==> src/dwr_pkg.sv <==
`timescale 1ns / 1ps
// ----------------------------------------------------------------------------
// dwr_pkg
// Shared constants, types and the control store of the deque sequencer.
// ----------------------------------------------------------------------------
package dwr_pkg;

  localparam int unsigned DEPTH  = 32;
  localparam int unsigned PTR_W  = $clog2(DEPTH);
  localparam int unsigned OCC_W  = $clog2(DEPTH + 1);
  localparam int unsigned POS_W  = 6;
  localparam int unsigned DATA_W = 32;
  localparam int unsigned OP_W   = 3;
  localparam int unsigned UPC_W  = 5;

  typedef enum logic [OP_W-1:0] {
    OP_PUSH_FRONT = 3'd0,
    OP_PUSH_BACK  = 3'd1,
    OP_REMOVE_AT  = 3'd2,
    OP_POP_FRONT  = 3'd3,
    OP_POP_BACK   = 3'd4,
    OP_LIST       = 3'd5
  } op_e;

  typedef enum logic [1:0] {
    ST_OK    = 2'd0,
    ST_EMPTY = 2'd1,
    ST_NONE  = 2'd2,
    ST_FULL  = 2'd3
  } status_e;

  // Jump conditions of a control word.
  typedef enum logic [2:0] {
    C_NEVER,
    C_ALWAYS,
    C_DISPATCH,
    C_FULL,
    C_EMPTY,
    C_POS_BAD,
    C_SHIFT_DONE,
    C_LIST_MORE
  } cond_e;

  // Datapath actions of a control word.
  typedef enum logic [3:0] {
    A_NONE,
    A_PUSH_FRONT,
    A_PUSH_BACK,
    A_POP_FRONT,
    A_POP_BACK,
    A_LOAD_POS,
    A_READ_NEXT,
    A_SHIFT_WRITE,
    A_DEC_OCC,
    A_CLR_CNT,
    A_READ_CUR,
    A_INC_CNT
  } act_e;

  typedef struct packed {
    cond_e            cond;
    logic [UPC_W-1:0] target;
    act_e             act;
    logic             emit;
    status_e          status;
    logic             list_emit;
  } uword_t;

  // Control from the sequencer to the datapath.
  typedef struct packed {
    logic    accept;
    act_e    act;
    logic    emit;
    status_e status;
    logic    list_emit;
  } dp_ctrl_t;

  // Flags from the datapath to the sequencer.
  typedef struct packed {
    logic full;
    logic empty;
    logic pos_bad;
    logic shift_done;
    logic list_last;
    logic out_space;
  } dp_flags_t;

  // Control store addresses.
  localparam logic [UPC_W-1:0] U_IDLE   = 5'd0;
  localparam logic [UPC_W-1:0] U_PF0    = 5'd1;
  localparam logic [UPC_W-1:0] U_PF1    = 5'd2;
  localparam logic [UPC_W-1:0] U_PB0    = 5'd3;
  localparam logic [UPC_W-1:0] U_PB1    = 5'd4;
  localparam logic [UPC_W-1:0] U_RM0    = 5'd5;
  localparam logic [UPC_W-1:0] U_RM1    = 5'd6;
  localparam logic [UPC_W-1:0] U_RM2    = 5'd7;
  localparam logic [UPC_W-1:0] U_RM3    = 5'd8;
  localparam logic [UPC_W-1:0] U_RMEND  = 5'd9;
  localparam logic [UPC_W-1:0] U_POPF0  = 5'd10;
  localparam logic [UPC_W-1:0] U_POPF1  = 5'd11;
  localparam logic [UPC_W-1:0] U_POPB0  = 5'd12;
  localparam logic [UPC_W-1:0] U_POPB1  = 5'd13;
  localparam logic [UPC_W-1:0] U_LS0    = 5'd14;
  localparam logic [UPC_W-1:0] U_LS1    = 5'd15;
  localparam logic [UPC_W-1:0] U_LS2    = 5'd16;
  localparam logic [UPC_W-1:0] U_LS3    = 5'd17;
  localparam logic [UPC_W-1:0] U_EOK    = 5'd18;
  localparam logic [UPC_W-1:0] U_EEMPTY = 5'd19;
  localparam logic [UPC_W-1:0] U_ENONE  = 5'd20;
  localparam logic [UPC_W-1:0] U_EFULL  = 5'd21;

  // Entry point of the routine for each operation code.
  function automatic logic [UPC_W-1:0] dispatch(input logic [OP_W-1:0] op);
    logic [UPC_W-1:0] addr;
    case (op)
      OP_PUSH_FRONT: addr = U_PF0;
      OP_PUSH_BACK:  addr = U_PB0;
      OP_REMOVE_AT:  addr = U_RM0;
      OP_POP_FRONT:  addr = U_POPF0;
      OP_POP_BACK:   addr = U_POPB0;
      OP_LIST:       addr = U_LS0;
      default:       addr = U_IDLE;
    endcase
    return addr;
  endfunction

  function automatic uword_t mk(input cond_e c, input logic [UPC_W-1:0] t, input act_e a,
                                input logic e, input status_e s, input logic l);
    uword_t w;
    w.cond      = c;
    w.target    = t;
    w.act       = a;
    w.emit      = e;
    w.status    = s;
    w.list_emit = l;
    return w;
  endfunction

  // The control program.
  function automatic uword_t ucode(input logic [UPC_W-1:0] upc);
    uword_t w;
    case (upc)
      U_IDLE:   w = mk(C_DISPATCH,   U_IDLE,   A_NONE,        1'b0, ST_OK,    1'b0);
      U_PF0:    w = mk(C_FULL,       U_EFULL,  A_NONE,        1'b0, ST_OK,    1'b0);
      U_PF1:    w = mk(C_ALWAYS,     U_EOK,    A_PUSH_FRONT,  1'b0, ST_OK,    1'b0);
      U_PB0:    w = mk(C_FULL,       U_EFULL,  A_NONE,        1'b0, ST_OK,    1'b0);
      U_PB1:    w = mk(C_ALWAYS,     U_EOK,    A_PUSH_BACK,   1'b0, ST_OK,    1'b0);
      U_RM0:    w = mk(C_EMPTY,      U_EEMPTY, A_NONE,        1'b0, ST_OK,    1'b0);
      U_RM1:    w = mk(C_POS_BAD,    U_ENONE,  A_LOAD_POS,    1'b0, ST_OK,    1'b0);
      U_RM2:    w = mk(C_SHIFT_DONE, U_RMEND,  A_READ_NEXT,   1'b0, ST_OK,    1'b0);
      U_RM3:    w = mk(C_ALWAYS,     U_RM2,    A_SHIFT_WRITE, 1'b0, ST_OK,    1'b0);
      U_RMEND:  w = mk(C_ALWAYS,     U_EOK,    A_DEC_OCC,     1'b0, ST_OK,    1'b0);
      U_POPF0:  w = mk(C_EMPTY,      U_EEMPTY, A_NONE,        1'b0, ST_OK,    1'b0);
      U_POPF1:  w = mk(C_ALWAYS,     U_EOK,    A_POP_FRONT,   1'b0, ST_OK,    1'b0);
      U_POPB0:  w = mk(C_EMPTY,      U_EEMPTY, A_NONE,        1'b0, ST_OK,    1'b0);
      U_POPB1:  w = mk(C_ALWAYS,     U_EOK,    A_POP_BACK,    1'b0, ST_OK,    1'b0);
      U_LS0:    w = mk(C_EMPTY,      U_EEMPTY, A_CLR_CNT,     1'b0, ST_OK,    1'b0);
      U_LS1:    w = mk(C_NEVER,      U_IDLE,   A_READ_CUR,    1'b0, ST_OK,    1'b0);
      U_LS2:    w = mk(C_LIST_MORE,  U_LS1,    A_INC_CNT,     1'b1, ST_OK,    1'b1);
      U_LS3:    w = mk(C_ALWAYS,     U_IDLE,   A_NONE,        1'b0, ST_OK,    1'b0);
      U_EOK:    w = mk(C_ALWAYS,     U_IDLE,   A_NONE,        1'b1, ST_OK,    1'b0);
      U_EEMPTY: w = mk(C_ALWAYS,     U_IDLE,   A_NONE,        1'b1, ST_EMPTY, 1'b0);
      U_ENONE:  w = mk(C_ALWAYS,     U_IDLE,   A_NONE,        1'b1, ST_NONE,  1'b0);
      U_EFULL:  w = mk(C_ALWAYS,     U_IDLE,   A_NONE,        1'b1, ST_FULL,  1'b0);
      default:  w = mk(C_ALWAYS,     U_IDLE,   A_NONE,        1'b0, ST_OK,    1'b0);
    endcase
    return w;
  endfunction

endpackage

==> src/dwr_seq.sv <==
`timescale 1ns / 1ps
// ----------------------------------------------------------------------------
// dwr_seq
// Micro-program counter, control store lookup and jump logic.
// ----------------------------------------------------------------------------
module dwr_seq
  import dwr_pkg::*;
(
  input  logic            clk_i,
  input  logic            rst_ni,
  input  logic            in_valid_i,
  input  logic [OP_W-1:0] in_op_i,
  input  dp_flags_t       flags_i,
  output logic            in_ready_o,
  output dp_ctrl_t        ctrl_o
);

  logic [UPC_W-1:0] upc_q, upc_d;
  uword_t           uw;
  logic             stall;
  logic             accept;
  logic             take;

  assign uw         = ucode(upc_q);
  assign in_ready_o = (upc_q == U_IDLE);
  assign accept     = in_ready_o && in_valid_i;
  // A step that emits waits until the result register can take the transfer.
  assign stall      = uw.emit && !flags_i.out_space;

  always_comb begin
    case (uw.cond)
      C_NEVER:      take = 1'b0;
      C_ALWAYS:     take = 1'b1;
      C_DISPATCH:   take = accept;
      C_FULL:       take = flags_i.full;
      C_EMPTY:      take = flags_i.empty;
      C_POS_BAD:    take = flags_i.pos_bad;
      C_SHIFT_DONE: take = flags_i.shift_done;
      C_LIST_MORE:  take = !flags_i.list_last;
      default:      take = 1'b0;
    endcase
  end

  always_comb begin
    upc_d = upc_q;
    if (uw.cond == C_DISPATCH) begin
      if (accept) begin
        upc_d = dispatch(in_op_i);
      end
    end else if (!stall) begin
      upc_d = take ? uw.target : upc_q + 1'b1;
    end
  end

  always_ff @(posedge clk_i or negedge rst_ni) begin
    if (!rst_ni) begin
      upc_q <= U_IDLE;
    end else begin
      upc_q <= upc_d;
    end
  end

  always_comb begin
    ctrl_o.accept    = accept;
    ctrl_o.act       = stall ? A_NONE : uw.act;
    ctrl_o.emit      = uw.emit && !stall;
    ctrl_o.status    = uw.status;
    ctrl_o.list_emit = uw.list_emit;
  end

endmodule

==> config.mk <==
export PLATFORM = sky130hd
export DESIGN_NAME = dwr_seq
export DESIGN_NICKNAME = d
export VERILOG_FILES = /design/src/dwr_pkg.sv /design/src/dwr_seq.sv
export SDC_FILE = /design/constraint.sdc
export NUM_CORES = 1
export LEC_CHECK = 0
export ABC_AREA = 1
export BUFFER_PORTS_ARGS = -buffer_cell sky130_fd_sc_hd__buf_2
export CORE_MARGIN = 2
export CORE_UTILIZATION = 53
export CTS_CLUSTER_DIAMETER = 200
export CTS_CLUSTER_SIZE = 30
export DETAILED_ROUTE_END_ITERATION = 7
export GPL_TIMING_DRIVEN = 0
export PLACE_DENSITY = 0.77
export SLEW_MARGIN = 10
export SYNTH_ARGS = -nofsm -noshare
export SYNTH_HDL_FRONTEND = slang
export SYNTH_SLANG_ARGS = --single-unit
==> constraint.sdc <==
create_clock -name clk_i -period 2.5 [get_ports clk_i]
set_clock_uncertainty 0.05 [all_clocks]
set_input_delay 0.25 -clock clk_i [delete_from_list [all_inputs] [get_ports clk_i]]
set_output_delay 0.25 -clock clk_i [all_outputs]
set_load 0.05 [all_outputs]
Yosys cells after proc, flatten, opt, wreduce, memory -nomap -nowiden:

Memories as Yosys holds them, arrays and structs flattened.
Index checks and enable logic that the tools add are counted.

* $add $sub $neg: 1
* mux-type cells: 7
* reduce and logical (&&, ||, !) cells: 10
* equal/unequal tests: 14

Operator list (number)
* $pmux W4 S6: 1
* $mux W5: 4
* $eq A3 B3 Y1 const B: 6
* $eq A3 B2 Y1 const B: 4
* $pmux W1 S8: 1
* $eq A3 B1 Y1 const B: 2
* $logic_not A3 Y1: 2
* $add A5 B1 Y5 const B: 1
* $logic_not A5 Y1: 1
* $mux W4: 1
* $logic_and A1 B1 Y1: 3
* $logic_not A1 Y1: 3
* $ne A2 B1 Y1 const B: 1
* $ne A2 B2 Y1 const B: 1
* $reduce_and A2 Y1: 1

* bits in registers: 5
* memory bits (read-only): 512
* input bits: 12
* output and inout port bits: 10
* memories: 1
* logic and storage cells: 34

Memories
* (no name shown): depth 32, width 16, read ports 1, clocked after Yosys merged registers in 0, write ports 0, line dwr_pkg.sv:142 `case (upc)`

Depth between registers and ports, before layout:

* depth after elaboration: 6
* gate-level depth with buffers: 17

Least setup slack after synthesis:

No wires, ideal clock.

* path type: register -> output
* start: reg upc_q[0]
* end: out ctrl_o[6] in the netlist's numbering
* stages on the path, launching flop included: 7
* setup slack: -0.110 ns
* path buffers: 0
* data arrival time: 2.310 ns
* cells stage by stage: dfrtp_1 > inv_1 > ha_1 > inv_1 > nor2_1 > inv_1 > a311oi_1

RTL lines
* start: declaration: line dwr_seq.sv:18 `logic [UPC_W-1:0] upc_q, upc_d;`
* start signal: assignment: line dwr_seq.sv:59 `upc_q <= upc_d;`
* end: declaration: line dwr_seq.sv:15 `output dp_ctrl_t ctrl_o`

Final worst setup path:

* start: reg upc_q[0]
* end: out ctrl_o[8] in the netlist's numbering

* cells in the longest elaborated chain, start to end: 2

RTL lines
* $logic_not A5 Y1: line dwr_seq.sv:25 `assign in_ready_o = (upc_q == U_IDLE);`
* $logic_and A1 B1 Y1: line dwr_seq.sv:26 `assign accept = in_ready_o && in_valid_i;`

No other way between the ends.

==> results.ini <==
[status]
status=finished clean

[timing]
period_share_pct=92.2
maxSlewViolCount=0
tightest_slew_ns=0.335
clock.fmax_mhz=434
hold_viol=0
maxSlewHeadroom_pct=77.6
setup_viol=0
rsz0062_at_grt=no
final.setup.tns_ns=0
period_needed_ns=2.30

[hold_path]
min_from=in_op_i[0]
worstHoldPathType=in2reg

[setup_path]
cp-startpoint=upc_q[0]
cp_data_required_time_ns=2.20
reg2reg_from=upc_q[0]
crit_path_end_kind=output pin
cp.arrival_ns=2.00
start_kind=flip-flop
cp_max_fo=8
critPathKind=reg2out

[place]
portBuffers=21
hpwl_um=1890
place_congestion=0.930

[global_route]
antenna_found_initial=0
grt_pass1_vias=908
grt_pass1_wl_um=3750
grt_use_total_pct=24.1
gr-total-overflow=0
grt_max_degree=11

[die]
core-area_um2=1710
dieArea_um2=2150
start_util_pct=55.6
pin_count=22
die_h_um=46.3
rows=15
die_w_um=46.3

[clocking]
clkSinkCount=5
cts_setup_buffers=0
cts.path.max_buffers=2
clkLatencyLatePin_ns=0.24
cts_tree=built
cts_buffers=3
path_clk_slew_ns=0.05
h-tree-depth=1
cts_root_buf=clkbuf_4

[route]
drt_iter0_markers=13
route.detailed.drc=0
via_per_inst=5.28
num_vias=1062
ant_nets=0
firstDrtPassIters=4
wire_per_inst_um=11.9
drt-total-wl_um=2380

[layout]
n_fill_cell=178
largest_reg_flops=5
area_growth_pct=19.1
antenna_cells=0
drive_above_1_share_pct=31.8
regMostFlops=upc_q
finalNetCount=195
top_regs=upc_q x5

[yosys]
synth_top_area_share_pct=13.2
synth-edff-count=0
synth_seq_area_share_pct=13.2
syn_nets=168
synthCells=150
netlist.top_cell.by_area=dfrtp_1
syn_area_per_cell_um2=6.33
synth.most_common_cell=nand2_1
synth_commonest_cells=nand2_1, inv_1, nand3_1
synthTopCellsByArea=dfrtp_1, nand2_1, nand2_4
synth_area_um2=950
ys_ff_latch=5
synth_ff_type=dfrtp_1
ys_async_sr_fraction_pct=100
yosys_warnings=0
synth_cell_types=28

[flow_run]
cap_violations=0

cells in the final DEF, fill, tap and decap left out, types with 4 or more instances in the layout:
cell | synthesis | layout
inv_2 | 6 | 6
ha_1 | 6 | 6
nand2_4 | 8 | 8
buf_2 | 1 | 22
a21oi_1 | 10 | 10
nand3_2 | 4 | 4
nor2_1 | 14 | 13
inv_1 | 17 | 17
nand3_1 | 17 | 17
nand2_1 | 27 | 27
dfrtp_1 | 5 | 5
o21ai_0 | 10 | 10
layer usage:
metal / share of wire (%) / vias to the layer above / global-route usage (%)
met3: 3.5 / 4 / 0.392
met1: 43 / 487 / 29.7
met2: 52 / 27 / 44.2
li1: - / 544 / -
met5: 0 / - / 0
met4: 1.7 / 0 / 8.57
through the flow:
| step | util (%) | setup WS, ns | hold slack [ns] | instance area, µm² | cells |
|---|---|---|---|---|---|
| final | 66.2 | 0.196 | 0.275 | 1130 | 201 |
| after CTS | 66.1 | 0.136 | 0.272 | 1130 | 201 |
| after floorplan | - | 0.196 | -0.0956 | 956 | 150 |
| after global routing | 66.2 | 0.0386 | 0.302 | 1130 | 201 |
| after global placement | 64.0 | 0.154 | 0.0122 | 1090 | 196 |
| after detailed placement | 64.0 | 0.153 | 0.0146 | 1090 | 196 |
worst max-delay path, cell delays in order (launching register included):
cell,delay [ns]
dfrtp_1,0.47
inv_1,0.19
ha_1,0.17
inv_1,0.08
nor2_2,0.21
and3_1,0.27
buf_4,0.13
buf_2,0.25
logic make-up after synthesis:
group	count (synthesis)	share of synthesized area, %
AOI/OAI and AO/OA	28	15.9
xor gates and xnor gates	2	1.84
adders and majority gates	6	7.90
buffers and inverters	27	12.3
DFF	5	13.2
and+or+nand+nor	82	48.9
final timing paths:
check,to,slack (ns),cells after the start
setup / recovery,ctrl_o[8],0.20,7
hold / removal,upc_q[1],0.27,3
setup reg to reg,upc_q[0],0.21,15
hold reg to reg,upc_q[1],0.64,2
max in group asynchronous,upc_q[4],1.96,2
min in group asynchronous,upc_q[2],0.31,2
layout make-up:
cell class	instances	area, µm²	share of cell area [%]
plain buffers	3	23.8	2.10
inverters	24	92.6	8.19
multi-input cells	118	717	63.4
well taps	25	31.3	2.77
flip-flops and latches	5	125	11.1
clock buffers	4	26.3	2.32
repair buffers	22	115	10.2
timing repair:
action,4_1_cts,5_1_grt
setup endpoints to repair,0,4
hold endpoints to repair,5,0
hold buffers,1,0
resized for setup,0,1
Power is left out: the tool's default activity adds up to more than one toggle a clock period on the data nets, which glitch-free logic cannot reach.
