`src/dwr_pkg.sv`:
```
`timescale 1ns / 1ps
// ----------------------------------------------------------------------------
// dwr_pkg
// Shared constants, types and the control store of the deque sequencer.
// ----------------------------------------------------------------------------
package dwr_pkg;

  localparam int unsigned DEPTH  = 32;
  localparam int unsigned PTR_W  = $clog2(DEPTH);
  localparam int unsigned OCC_W  = $clog2(DEPTH + 1);
  localparam int unsigned POS_W  = 6;
  localparam int unsigned DATA_W = 32;
  localparam int unsigned OP_W   = 3;
  localparam int unsigned UPC_W  = 5;

  typedef enum logic [OP_W-1:0] {
    OP_PUSH_FRONT = 3'd0,
    OP_PUSH_BACK  = 3'd1,
    OP_REMOVE_AT  = 3'd2,
    OP_POP_FRONT  = 3'd3,
    OP_POP_BACK   = 3'd4,
    OP_LIST       = 3'd5
  } op_e;

  typedef enum logic [1:0] {
    ST_OK    = 2'd0,
    ST_EMPTY = 2'd1,
    ST_NONE  = 2'd2,
    ST_FULL  = 2'd3
  } status_e;

  // Jump conditions of a control word.
  typedef enum logic [2:0] {
    C_NEVER,
    C_ALWAYS,
    C_DISPATCH,
    C_FULL,
    C_EMPTY,
    C_POS_BAD,
    C_SHIFT_DONE,
    C_LIST_MORE
  } cond_e;

  // Datapath actions of a control word.
  typedef enum logic [3:0] {
    A_NONE,
    A_PUSH_FRONT,
    A_PUSH_BACK,
    A_POP_FRONT,
    A_POP_BACK,
    A_LOAD_POS,
    A_READ_NEXT,
    A_SHIFT_WRITE,
    A_DEC_OCC,
    A_CLR_CNT,
    A_READ_CUR,
    A_INC_CNT
  } act_e;

  typedef struct packed {
    cond_e            cond;
    logic [UPC_W-1:0] target;
    act_e             act;
    logic             emit;
    status_e          status;
    logic             list_emit;
  } uword_t;

  // Control from the sequencer to the datapath.
  typedef struct packed {
    logic    accept;
    act_e    act;
    logic    emit;
    status_e status;
    logic    list_emit;
  } dp_ctrl_t;

  // Flags from the datapath to the sequencer.
  typedef struct packed {
    logic full;
    logic empty;
    logic pos_bad;
    logic shift_done;
    logic list_last;
    logic out_space;
  } dp_flags_t;

  // Control store addresses.
  localparam logic [UPC_W-1:0] U_IDLE   = 5'd0;
  localparam logic [UPC_W-1:0] U_PF0    = 5'd1;
  localparam logic [UPC_W-1:0] U_PF1    = 5'd2;
  localparam logic [UPC_W-1:0] U_PB0    = 5'd3;
  localparam logic [UPC_W-1:0] U_PB1    = 5'd4;
  localparam logic [UPC_W-1:0] U_RM0    = 5'd5;
  localparam logic [UPC_W-1:0] U_RM1    = 5'd6;
  localparam logic [UPC_W-1:0] U_RM2    = 5'd7;
  localparam logic [UPC_W-1:0] U_RM3    = 5'd8;
  localparam logic [UPC_W-1:0] U_RMEND  = 5'd9;
  localparam logic [UPC_W-1:0] U_POPF0  = 5'd10;
  localparam logic [UPC_W-1:0] U_POPF1  = 5'd11;
  localparam logic [UPC_W-1:0] U_POPB0  = 5'd12;
  localparam logic [UPC_W-1:0] U_POPB1  = 5'd13;
  localparam logic [UPC_W-1:0] U_LS0    = 5'd14;
  localparam logic [UPC_W-1:0] U_LS1    = 5'd15;
  localparam logic [UPC_W-1:0] U_LS2    = 5'd16;
  localparam logic [UPC_W-1:0] U_LS3    = 5'd17;
  localparam logic [UPC_W-1:0] U_EOK    = 5'd18;
  localparam logic [UPC_W-1:0] U_EEMPTY = 5'd19;
  localparam logic [UPC_W-1:0] U_ENONE  = 5'd20;
  localparam logic [UPC_W-1:0] U_EFULL  = 5'd21;

  // Entry point of the routine for each operation code.
  function automatic logic [UPC_W-1:0] dispatch(input logic [OP_W-1:0] op);
    logic [UPC_W-1:0] addr;
    case (op)
      OP_PUSH_FRONT: addr = U_PF0;
      OP_PUSH_BACK:  addr = U_PB0;
      OP_REMOVE_AT:  addr = U_RM0;
      OP_POP_FRONT:  addr = U_POPF0;
      OP_POP_BACK:   addr = U_POPB0;
      OP_LIST:       addr = U_LS0;
      default:       addr = U_IDLE;
    endcase
    return addr;
  endfunction

  function automatic uword_t mk(input cond_e c, input logic [UPC_W-1:0] t, input act_e a,
                                input logic e, input status_e s, input logic l);
    uword_t w;
    w.cond      = c;
    w.target    = t;
    w.act       = a;
    w.emit      = e;
    w.status    = s;
    w.list_emit = l;
    return w;
  endfunction

  // The control program.
  function automatic uword_t ucode(input logic [UPC_W-1:0] upc);
    uword_t w;
    case (upc)
      U_IDLE:   w = mk(C_DISPATCH,   U_IDLE,   A_NONE,        1'b0, ST_OK,    1'b0);
      U_PF0:    w = mk(C_FULL,       U_EFULL,  A_NONE,        1'b0, ST_OK,    1'b0);
      U_PF1:    w = mk(C_ALWAYS,     U_EOK,    A_PUSH_FRONT,  1'b0, ST_OK,    1'b0);
      U_PB0:    w = mk(C_FULL,       U_EFULL,  A_NONE,        1'b0, ST_OK,    1'b0);
      U_PB1:    w = mk(C_ALWAYS,     U_EOK,    A_PUSH_BACK,   1'b0, ST_OK,    1'b0);
      U_RM0:    w = mk(C_EMPTY,      U_EEMPTY, A_NONE,        1'b0, ST_OK,    1'b0);
      U_RM1:    w = mk(C_POS_BAD,    U_ENONE,  A_LOAD_POS,    1'b0, ST_OK,    1'b0);
      U_RM2:    w = mk(C_SHIFT_DONE, U_RMEND,  A_READ_NEXT,   1'b0, ST_OK,    1'b0);
      U_RM3:    w = mk(C_ALWAYS,     U_RM2,    A_SHIFT_WRITE, 1'b0, ST_OK,    1'b0);
      U_RMEND:  w = mk(C_ALWAYS,     U_EOK,    A_DEC_OCC,     1'b0, ST_OK,    1'b0);
      U_POPF0:  w = mk(C_EMPTY,      U_EEMPTY, A_NONE,        1'b0, ST_OK,    1'b0);
      U_POPF1:  w = mk(C_ALWAYS,     U_EOK,    A_POP_FRONT,   1'b0, ST_OK,    1'b0);
      U_POPB0:  w = mk(C_EMPTY,      U_EEMPTY, A_NONE,        1'b0, ST_OK,    1'b0);
      U_POPB1:  w = mk(C_ALWAYS,     U_EOK,    A_POP_BACK,    1'b0, ST_OK,    1'b0);
      U_LS0:    w = mk(C_EMPTY,      U_EEMPTY, A_CLR_CNT,     1'b0, ST_OK,    1'b0);
      U_LS1:    w = mk(C_NEVER,      U_IDLE,   A_READ_CUR,    1'b0, ST_OK,    1'b0);
      U_LS2:    w = mk(C_LIST_MORE,  U_LS1,    A_INC_CNT,     1'b1, ST_OK,    1'b1);
      U_LS3:    w = mk(C_ALWAYS,     U_IDLE,   A_NONE,        1'b0, ST_OK,    1'b0);
      U_EOK:    w = mk(C_ALWAYS,     U_IDLE,   A_NONE,        1'b1, ST_OK,    1'b0);
      U_EEMPTY: w = mk(C_ALWAYS,     U_IDLE,   A_NONE,        1'b1, ST_EMPTY, 1'b0);
      U_ENONE:  w = mk(C_ALWAYS,     U_IDLE,   A_NONE,        1'b1, ST_NONE,  1'b0);
      U_EFULL:  w = mk(C_ALWAYS,     U_IDLE,   A_NONE,        1'b1, ST_FULL,  1'b0);
      default:  w = mk(C_ALWAYS,     U_IDLE,   A_NONE,        1'b0, ST_OK,    1'b0);
    endcase
    return w;
  endfunction

endpackage

```
`src/dwr_datapath.sv`:
```
`timescale 1ns / 1ps
// ----------------------------------------------------------------------------
// dwr_datapath
// Entry memory, front pointer, occupancy, loop counter and result register.
// ----------------------------------------------------------------------------
module dwr_datapath
  import dwr_pkg::*;
(
  input  logic                     clk_i,
  input  logic                     rst_ni,
  input  dp_ctrl_t                 ctrl_i,
  input  logic signed [DATA_W-1:0] value_i,
  input  logic        [POS_W-1:0]  position_i,
  input  logic                     out_ready_i,
  output dp_flags_t                flags_o,
  output logic                     out_valid_o,
  output logic        [1:0]        out_status_o,
  output logic signed [DATA_W-1:0] out_item_o,
  output logic                     out_last_o
);

  localparam int unsigned SUM_W = OCC_W + 1;
  localparam int unsigned CMP_W = (POS_W > OCC_W) ? POS_W : OCC_W;

  logic signed [DATA_W-1:0] mem [DEPTH];
  logic signed [DATA_W-1:0] rdata_q;
  logic signed [DATA_W-1:0] value_q;
  logic        [POS_W-1:0]  pos_q;

  logic [PTR_W-1:0] front_q, front_d;
  logic [OCC_W-1:0] occ_q, occ_d;
  logic [OCC_W-1:0] cnt_q, cnt_d;
  logic [OCC_W-1:0] cnt_inc;

  logic [POS_W-1:0] pos_eff;
  logic [POS_W-1:0] pos_m1;
  logic [OCC_W-1:0] offs;
  logic [SUM_W-1:0] sum;
  logic [PTR_W-1:0] place;
  logic [PTR_W-1:0] front_dec;
  logic [PTR_W-1:0] front_inc;

  logic                     we, re;
  logic [PTR_W-1:0]         waddr;
  logic signed [DATA_W-1:0] wdata;

  logic                     out_valid_q;
  logic        [1:0]        out_status_q;
  logic signed [DATA_W-1:0] out_item_q;
  logic                     out_last_q;

  assign cnt_inc   = cnt_q + 1'b1;
  assign pos_eff   = (pos_q == '0) ? POS_W'(1) : pos_q;
  assign pos_m1    = pos_eff - 1'b1;
  assign front_dec = (front_q == '0) ? PTR_W'(DEPTH - 1) : front_q - 1'b1;
  assign front_inc = (front_q == PTR_W'(DEPTH - 1)) ? '0 : front_q + 1'b1;

  // Logical offset to physical place; one compare and subtract wraps the ring.
  always_comb begin
    case (ctrl_i.act)
      A_PUSH_BACK: offs = occ_q;
      A_READ_NEXT: offs = cnt_inc;
      default:     offs = cnt_q;
    endcase
  end

  assign sum   = SUM_W'(front_q) + SUM_W'(offs);
  assign place = (sum >= SUM_W'(DEPTH)) ? PTR_W'(sum - SUM_W'(DEPTH)) : PTR_W'(sum);

  always_comb begin
    we    = 1'b0;
    re    = 1'b0;
    waddr = place;
    wdata = value_q;
    case (ctrl_i.act)
      A_PUSH_FRONT: begin
        we    = 1'b1;
        waddr = front_dec;
      end
      A_PUSH_BACK: begin
        we = 1'b1;
      end
      A_SHIFT_WRITE: begin
        we    = 1'b1;
        wdata = rdata_q;
      end
      A_READ_NEXT, A_READ_CUR: begin
        re = 1'b1;
      end
      default: begin
        we = 1'b0;
      end
    endcase
  end

  always_ff @(posedge clk_i) begin
    if (we) begin
      mem[waddr] <= wdata;
    end
    if (re) begin
      rdata_q <= mem[place];
    end
  end

  always_ff @(posedge clk_i) begin
    if (ctrl_i.accept) begin
      value_q <= value_i;
      pos_q   <= position_i;
    end
  end

  always_comb begin
    front_d = front_q;
    occ_d   = occ_q;
    cnt_d   = cnt_q;
    case (ctrl_i.act)
      A_PUSH_FRONT: begin
        front_d = front_dec;
        occ_d   = occ_q + 1'b1;
      end
      A_PUSH_BACK: occ_d = occ_q + 1'b1;
      A_POP_FRONT: begin
        front_d = front_inc;
        occ_d   = occ_q - 1'b1;
      end
      A_POP_BACK, A_DEC_OCC: occ_d = occ_q - 1'b1;
      A_LOAD_POS:            cnt_d = OCC_W'(pos_m1);
      A_CLR_CNT:             cnt_d = '0;
      A_SHIFT_WRITE, A_INC_CNT: cnt_d = cnt_inc;
      default:               cnt_d = cnt_q;
    endcase
  end

  always_ff @(posedge clk_i or negedge rst_ni) begin
    if (!rst_ni) begin
      front_q <= '0;
      occ_q   <= '0;
      cnt_q   <= '0;
    end else begin
      front_q <= front_d;
      occ_q   <= occ_d;
      cnt_q   <= cnt_d;
    end
  end

  always_comb begin
    flags_o.full       = (occ_q == OCC_W'(DEPTH));
    flags_o.empty      = (occ_q == '0);
    flags_o.pos_bad    = (CMP_W'(pos_eff) > CMP_W'(occ_q));
    flags_o.shift_done = (cnt_inc >= occ_q);
    flags_o.list_last  = (cnt_inc == occ_q);
    flags_o.out_space  = !out_valid_q || out_ready_i;
  end

  // Result register: loaded by an emitting step, cleared once the transfer is taken.
  always_ff @(posedge clk_i or negedge rst_ni) begin
    if (!rst_ni) begin
      out_valid_q <= 1'b0;
    end else if (ctrl_i.emit) begin
      out_valid_q <= 1'b1;
    end else if (out_ready_i) begin
      out_valid_q <= 1'b0;
    end
  end

  always_ff @(posedge clk_i) begin
    if (ctrl_i.emit) begin
      out_status_q <= ctrl_i.status;
      out_item_q   <= ctrl_i.list_emit ? rdata_q : '0;
      out_last_q   <= ctrl_i.list_emit ? flags_o.list_last : 1'b1;
    end
  end

  assign out_valid_o  = out_valid_q;
  assign out_status_o = out_status_q;
  assign out_item_o   = out_item_q;
  assign out_last_o   = out_last_q;

endmodule

```
`config.mk`:
```
export PLATFORM = sky130hd
export DESIGN_NAME = dwr_datapath
export DESIGN_NICKNAME = d
export VERILOG_FILES = /design/src/dwr_pkg.sv /design/src/dwr_datapath.sv
export SDC_FILE = /design/constraint.sdc
export NUM_CORES = 1
export LEC_CHECK = 0
export BUFFER_PORTS_ARGS = -buffer_cell sky130_fd_sc_hd__buf_4
export CAP_MARGIN = 30
export CORE_UTILIZATION = 50
export CTS_CLUSTER_DIAMETER = 150
export DETAILED_ROUTE_END_ITERATION = 10
export GPL_TIMING_DRIVEN = 0
export PLACE_DENSITY = 0.66
export SLEW_MARGIN = 20
export SYNTH_ARGS = -nofsm -noshare
export SYNTH_HDL_FRONTEND = slang
export SYNTH_SLANG_ARGS = --single-unit
export TNS_END_PERCENT = 10
```
`constraint.sdc`:
```
create_clock -name clk_i -period 9.2 [get_ports clk_i]
set_input_delay 1.38 -clock clk_i [delete_from_list [all_inputs] [get_ports clk_i]]
set_output_delay 1.38 -clock clk_i [all_outputs]
set_load 0.1 [all_outputs]
```
Word-level counts from Yosys, hierarchy flattened. Memories as Yosys holds them, arrays and structs flattened. A register that Yosys moved wholly into a read port is not among the register bits. Cells that the tools add are included. W data, S select, Z words.

Memories kept: 1. Input bits: 50. Logic and storage cells: 65. Flip-flop bits (word level): 91. Output and inout port bits: 42. Bits in writable memories: 1024.

$add $sub $neg: 8. Order comparisons: 3. Reductions and logical operators: 14. Equal/unequal tests: 14. Muxes and demuxes: 16.

Memory list: mem (words 32, width 32, rd ports 1, clocked after Yosys merged registers in 1, write ports 1, line dwr_datapath.sv:25) `logic signed [DATA_W-1:0] mem [DEPTH];`.

Operator list (count): $mux W32 (1); $pmux W6 S2 (2); $mux W5 (4); $pmux W6 S3 (1); $eq A4 B3 Y1 const B (4); $eq A4 B4 Y1 const B (4); $add A6 B1 Y6 const B (2); $logic_not A6 Y1 (2); $sub A6 B1 Y6 const B (2); $pmux W5 S2 (1); $sub A5 B1 Y5 const B (2); $eq A4 B2 Y1 const B (2); $add A5 B6 Y7 (1); $ge A7 B6 Y1 const B (1); $eq A6 B6 Y1 (1); $eq A6 B6 Y1 const B (1); $ge A6 B6 Y1 (1); $gt A6 B6 Y1 (1); $mux W1 (6); $mux W6 (1); $reduce_bool A2 Y1 (3); $reduce_or A2 Y1 (3); $reduce_or A3 Y1 (2); $add A5 B1 Y5 const B (1); 6 further kinds (6).

Longest topological paths before layout. Gate-level depths: netlist (run 1).

Depth in word-level cells: 6. Gate-level depth with buffers: 15. Depth with buffers taken out: 12.

Worst setup path before layout (run 1). No wires, ideal clock.

Kind: in2reg. Start point: input port ctrl_i[4] in the netlist's numbering. End point: memory mem[0][0] (enable). Stages: 13. Path buffers: 3. Arrival: 7.068 ns. Data required time: 8.699 ns. Slack: 1.631 ns. Library setup time: 0.501 ns. Cells stage by stage: buf_2 nor3b_4 nand3_1 o211ai_1 ha_1 inv_1 fa_1 xor2_1 clkbuf_1 buf_2 nand2_1 o22a_1 nor4_1.

Word-level cells in the longest chain between the ends: 6.

Ends and longest elaborated chain: start: declaration (line dwr_datapath.sv:11) `input dp_ctrl_t ctrl_i,`; $eq A4 B3 Y1 or $eq A4 B2 Y1 (tied branches) (line dwr_datapath.sv:60, dwr_datapath.sv:75); $pmux W6 S2 (line dwr_datapath.sv:60) `case (ctrl_i.act)`; $add A5 B6 Y7 (line dwr_datapath.sv:67) `assign sum = SUM_W'(front_q) + SUM_W'(offs);`; $ge A7 B6 Y1 or $sub A5 B1 Y5 (tied branches) (line dwr_datapath.sv:68) `assign place = (sum >= SUM_W'(DEPTH)) ? PTR_W'(sum - SUM_W'(DEPTH)) : PTR_W'(sum);`; $mux W5 (line dwr_datapath.sv:68); $mux W5 (line dwr_datapath.sv:75) `case (ctrl_i.act)`; end: declaration (line dwr_datapath.sv:25).

Parallel ways exist; a longest one is shown, timed or not.

Final worst setup path (run 1).
Start point: input port ctrl_i[6] in the netlist's numbering. End point: memory mem[0][11] (enable).

The elaborated chain is that of the path after synthesis.

==> results of run 1 <==
metal layers:
metal  global-route usage  wire, um
met2               0.3901     52600
met4              0.06604      2432
met5                    0         0
met3              0.03244      7252
met1               0.3222     42000
sequential cells by signal, summed over array words and instances, names as in the netlist:
signal,count
value_q,32
mem,1024
out_last_o,1
cnt_q,6
rdata_q,32
front_q,5
out_status_o,2
occ_q,6
out_item_o,32
pos_q,6
out_valid_o,1
critical path: stages:
cell,delay [ns]
buf_4,0.10
buf_2,0.22
buf_1,0.37
nand3_1,0.12
o211ai_1,0.15
ha_1,0.23
inv_1,0.06
fa_1,0.43
xor2_1,0.77
clkbuf_1,0.82
buf_2,0.52
nand2_1,0.12
o22a_1,0.44
nor4_2,0.85
buf_2,0.36
buf_4,0.20
buf_2,0.21
buf_2,0.23
buf_2,0.23
kinds of logic (layout without fill, tap and decap cells):
family	after synthesis	after routing	synth area share
buf+inv	151	550	0.01476
simple gates	167	167	0.02014
flops	1147	1147	0.7605
fa+ha+maj	29	29	0.008365
xor+xnor	20	20	0.003878
mux	455	455	0.1815
compound gates	79	79	0.01083
layout make-up:
| class | count | area share |
|---|---|---|
| inverters | 47 | 0.003380 |
| flip-flops and latches | 1147 | 0.6582 |
| plain buffers | 104 | 0.009445 |
| multi-input cells | 750 | 0.1985 |
| clock inverters | 72 | 0.01366 |
| clock buffers | 138 | 0.05638 |
| well taps | 1165 | 0.02793 |
| repair buffers | 189 | 0.03255 |
path summary, 6_finish.rpt:
path	startpoint	endpoint	cells past startpoint
worst min register to register	cnt_q[5]	cnt_q[5]	2
worst min-delay path	cnt_q[5]	cnt_q[5]	2
worst max register to register	cnt_q[0]	mem[0][11]	16
min in group asynchronous	rst_ni	front_q[2]	1
max in group asynchronous	rst_ni	out_valid_o	1
worst max-delay path	ctrl_i[6]	mem[0][11]	19
cell usage in the layout, fill, tap and decap left out, types with 22 or more instances in the layout:
cell type	Yosys	routed
edfxtp_1	1129	1129
clkbuf_16	0	114
ha_1	27	27
buf_2	42	94
buf_12	2	23
clkbuf_1	51	73
a21oi_1	23	23
nor2_1	42	26
mux4_2	288	288
and2_1	32	32
nand2_1	26	26
clkinv_1	0	32
buf_4	2	100
o21ai_0	22	22
inv_1	47	47
mux2_2	33	33
mux2i_1	134	134
stage by stage:
stage | util | setup TNS [ns] | std cells | instance area [um^2] | hold slack (ns)
final | 0.5870 | 0 | 3612 | 52190 | 0.5348
after global routing | 0.5870 | 0 | 3612 | 52190 | 0.5610
after CTS | 0.5868 | 0 | 3610 | 52180 | 0.5272
after detailed placement | 0.5456 | 0 | 3400 | 48520 | 0.5142
after global placement | 0.5318 | -913.27 | 3301 | 47290 | 0.4915
after floorplan | - | 0 | 2048 | 45170 | 0.4692
report_power, final:
group | total, mW | switching (mW) | internal, mW
Combinational | 6.69 | 3.77 | 2.92
Clock | 4.56 | 1.92 | 2.64
Sequential | 6.32 | 0.103 | 6.21
==> results.cfg, run 1 <==
[synthesis]
synth_cell_types = 55
synth_seq_cells = 1147
synth_top_area_frac = 0.7505
yosysWarnings = 0
yosysMostFrequentCell = edfxtp_1
synth_area_um2 = 45170
synth_common_cells = 1,129 x edfxtp_1, 288 x mux4_2, 134 x mux2i_1, 51 x clkbuf_1, 47 x inv_1
synth_area_per_cell_um2 = 22.06
synth_largest_area_cell = edfxtp_1
async_flop_share = 0.01569
synthTopCellsByArea = edfxtp_1 75%, mux4_2 14%, mux2i_1 3.0%
synth_seq_area_share = 0.7605
synth_enable_flop_cells = 1129
synth_ff_type = edfxtp_1
synth_nets = 2127
synth_cells = 2048

[global_route]
grt_max_degree = 39
grt.overflow.total = 0
grt_pass1_vias = 22500
grt_pass1_wl_mm = 151.8
grt_use_total = 0.2328
antenna_found_initial = 1

[finish]
nets = 2430
synthToLayoutAreaGrowth_pct = 15.55
n_fill_cell = 6329
antennaDiodeCount = 0
multiInputGateArea_um2 = 10360
seqCellArea_um2 = 34350
drive_gt1_frac = 0.3077

[route]
route.detailed.drc = 0
vias = 21710
antenna_left = 0
vias_per_cell = 6.011
drt_first_pass_iters = 5
totalWireLength_mm = 104.3
drtIter0Drc = 2420
wl_per_cell_um = 28.87

[floorplanning]
start_util = 0.5080
die_w_um = 302.6
die_y_um = 302.6
die-area_um2 = 91550
num_rows = 109
io_pins = 92
core_region_area_um2 = 88920

[sta]
fin_ws_ns = 1.719
relSlewSlack = 0.3324
finalSetupViolCount = 0
rsz0062_at_grt = false
hold_violations = 0
fin_crit_ns = 7.481
worst_pin_slew_ns = 1.001
fin_worst_skew_ns = 0.02931
drv_slew = 0
period_share = 0.8132
max_freq_mhz = 133.7

[placement]
dp_hpwl_mm = 70.92
portBuffers = 88
gp_congestion = 0.8402
dp_slack_ns = 1.211

[worst_setup_path]
worstSetupPathType = in2reg
path_max_fanout = 10
end_kind = flop
cp.arrival_ns = 7.85
cp.required_ns = 9.57
r2r_setup_slack_ns = 2.43
critPathLaunchType = input pin

[pwr]
leakage_nw = 17.34
power_density_nw_per_um2 = 336.5
total_power_mw = 17.56
ir_drop_uv = 279.3

[clock_network]
ctsHoldBuffers = 0
clock_path_buffers = 3
cts_buffers = 112
root_buffer = clkbuf_16
path_clk_slew_ns = 0.06
cts_tree = yes
htree_levels = 3
clkSinkCount = 1147
post_cts_resized = 0
cts_setup_buffers = 0
clk_latency_ns = 0.70

[worst_hold_path]
hold_path_class = reg2reg

[outcome]
outcome = finished clean

[flow_run]
cap_violations = 0
Note: power is estimated with default switching activity, not from simulation.
==> run 2, diff against run 1 <==
- clock period: 9.2 -> 7.1 ns (I/O delays scaled with it)
==> results.cfg, run 2 (synthesis gave the netlist of run 1 again) <==
[placement]
place_area_um2 = 48510
dp_hpwl_mm = 69.25
gp_congestion = 0.8446
dp_slack_ns = 0.1340
place_inst = 3392
portBuffers = 88

[global_route]
antenna_found_initial = 3
grt_max_degree = 39
grt_pass1_wl_mm = 151.0
grt_pass1_vias = 22330
grt_use_total = 0.2324
grt.overflow.total = 0

[pwr]
power_density_nw_per_um2 = 432.6
leakage_nw = 17.27
total_power_mw = 22.56
ir_drop_uv = 311.2

[sta]
fin_ws_ns = 0.6827
fin_crit_ns = 6.417
rsz0062_at_grt = false
relSlewSlack = 0.3432
hold_ws_ns = 0.2376
finalSetupViolCount = 0
tns_ns = 0
hold_violations = 0
period_share = 0.9038
worst_pin_slew_ns = 0.9853
max_freq_mhz = 155.8
fin_worst_skew_ns = 0.02965
drv_slew = 0

[floorplanning]
core_region_area_um2 = 88920
start_util = 0.5080
die_y_um = 302.6
die-area_um2 = 91550
io_pins = 92
num_rows = 109
die_w_um = 302.6

[worst_setup_path]
cp.required_ns = 7.48
path_max_fanout = 17
crit_buf_inv = 8
critPathLaunchType = input pin
end_kind = flop
path_cells = buf_4 > buf_2 > buf_1 > nand3_1 > o211ai_1 > ha_1 > inv_1 > fa_1 > buf_2 > buf_2 > buf_1 > a31oi_1 > nor2_1 > o211ai_1 > nor2_4 > buf_12
cp_slowest_cell = nor2_4
critical_path.top_delay_family = buffers and inverters
timing.critical_path.mode_cell = buf_2
worst_path_largest_cell_delay_ns = 0.75
cp.arrival_ns = 6.80
worstSetupPathType = in2reg

[clock_network]
clock_path_buffers = 3
root_buffer = clkbuf_16
cts_buffers = 114
path_clk_slew_ns = 0.06
post_cts_resized = 0
cts_tree = yes
clk_latency_ns = 0.70
htree_levels = 3
ctsHoldBuffers = 0
clkSinkCount = 1147
cts_setup_buffers = 0

[route]
route.detailed.drc = 0
antenna_left = 0
vias = 21560
totalWireLength_mm = 103.8
vias_per_cell = 5.977
drt_first_pass_iters = 6
wl_per_cell_um = 28.77
drtIter0Drc = 2359

[finish]
fin_util = 0.5864
top_register = mem
final_common_cell = edfxtp_1
instances_no_fill = 3607
multiInputGateArea_um2 = 10370
largest_reg_flops = 1024
drive_gt1_frac = 0.3093
seqCellArea_um2 = 34350
nets = 2426
final_cell_mix = 1,129 x edfxtp_1, 288 x mux4_2, 134 x mux2i_1
n_fill_cell = 6333
synthToLayoutAreaGrowth_pct = 15.44
fin_area_um2 = 52150

[outcome]
outcome = finished clean

[worst_hold_path]
hold_path_class = in2async

[flow_run]
cap_violations = 0
## run 2: cell types whose count changed in the layout (fill, tap and decap cells not counted), sizes merged
| cell | before | now |
|---|---|---|
| bufinv | 13 | 7 |
| clkinv | 53 | 51 |
| diode | 0 | 1 |
| buf | 242 | 236 |
| clkbuf | 189 | 193 |
| clkinvlp | 3 | 8 |
| inv | 50 | 49 |
## run 2: report_power, final
| group | switching, mW | internal, mW |
|---|---|---|
| logic | 4.82 | 3.78 |
| registers | 0.139 | 8.05 |
| clock network | 2.52 | 3.24 |
## run 2: path summary, 6_finish.rpt
kind | slack (ns) | startpoint | end | cells after the start
setup / recovery | 0.68 | ctrl_i[6] | mem[17][12] | 16
setup reg to reg | 1.13 | cnt_q[0] | mem[17][12] | 13
hold / removal | 0.24 | rst_ni | occ_q[4] | 1
min in group clk_i | 0.51 | cnt_q[5] | cnt_q[5] | 2
hold reg to reg | 0.51 | cnt_q[5] | cnt_q[5] | 2
max in group asynchronous | 6.64 | rst_ni | out_valid_o | 1
## run 2: worst register-to-register path, delay by kind of cell, from the launching register on
family,cells,cell delay [ns]
multiplexers,1,0.08
flip-flops,1,0.43
buffers and inverters,5,1.74
adder cells (fa/ha/maj),2,0.81
AO/OA/AOI/OAI,3,1.29
AND/OR/NAND/NOR,2,1.26
## run 2: per-layer routing
layer | wire [um] | part of all wire | global-route usage | vias to the layer above
li1 | - | - | - | 9137
met1 | 42450 | 0.41 | 0.3239 | 11420
met2 | 51710 | 0.50 | 0.3847 | 849
met3 | 7101 | 0.068 | 0.03516 | 155
met4 | 2487 | 0.024 | 0.06604 | 2
met5 | 13 | 0.00013 | 0 | -
## run 2: final cells by class
cell class	instances	share of cell area
clock buffer	142	0.05713
timing repair buffer	183	0.03282
antenna	1	0.00004799
clock inverter	68	0.01159
buffer	104	0.009478
tap	1165	0.02795
sequential	1147	0.6588
multi-input combinational	750	0.1988
inverter	47	0.003383
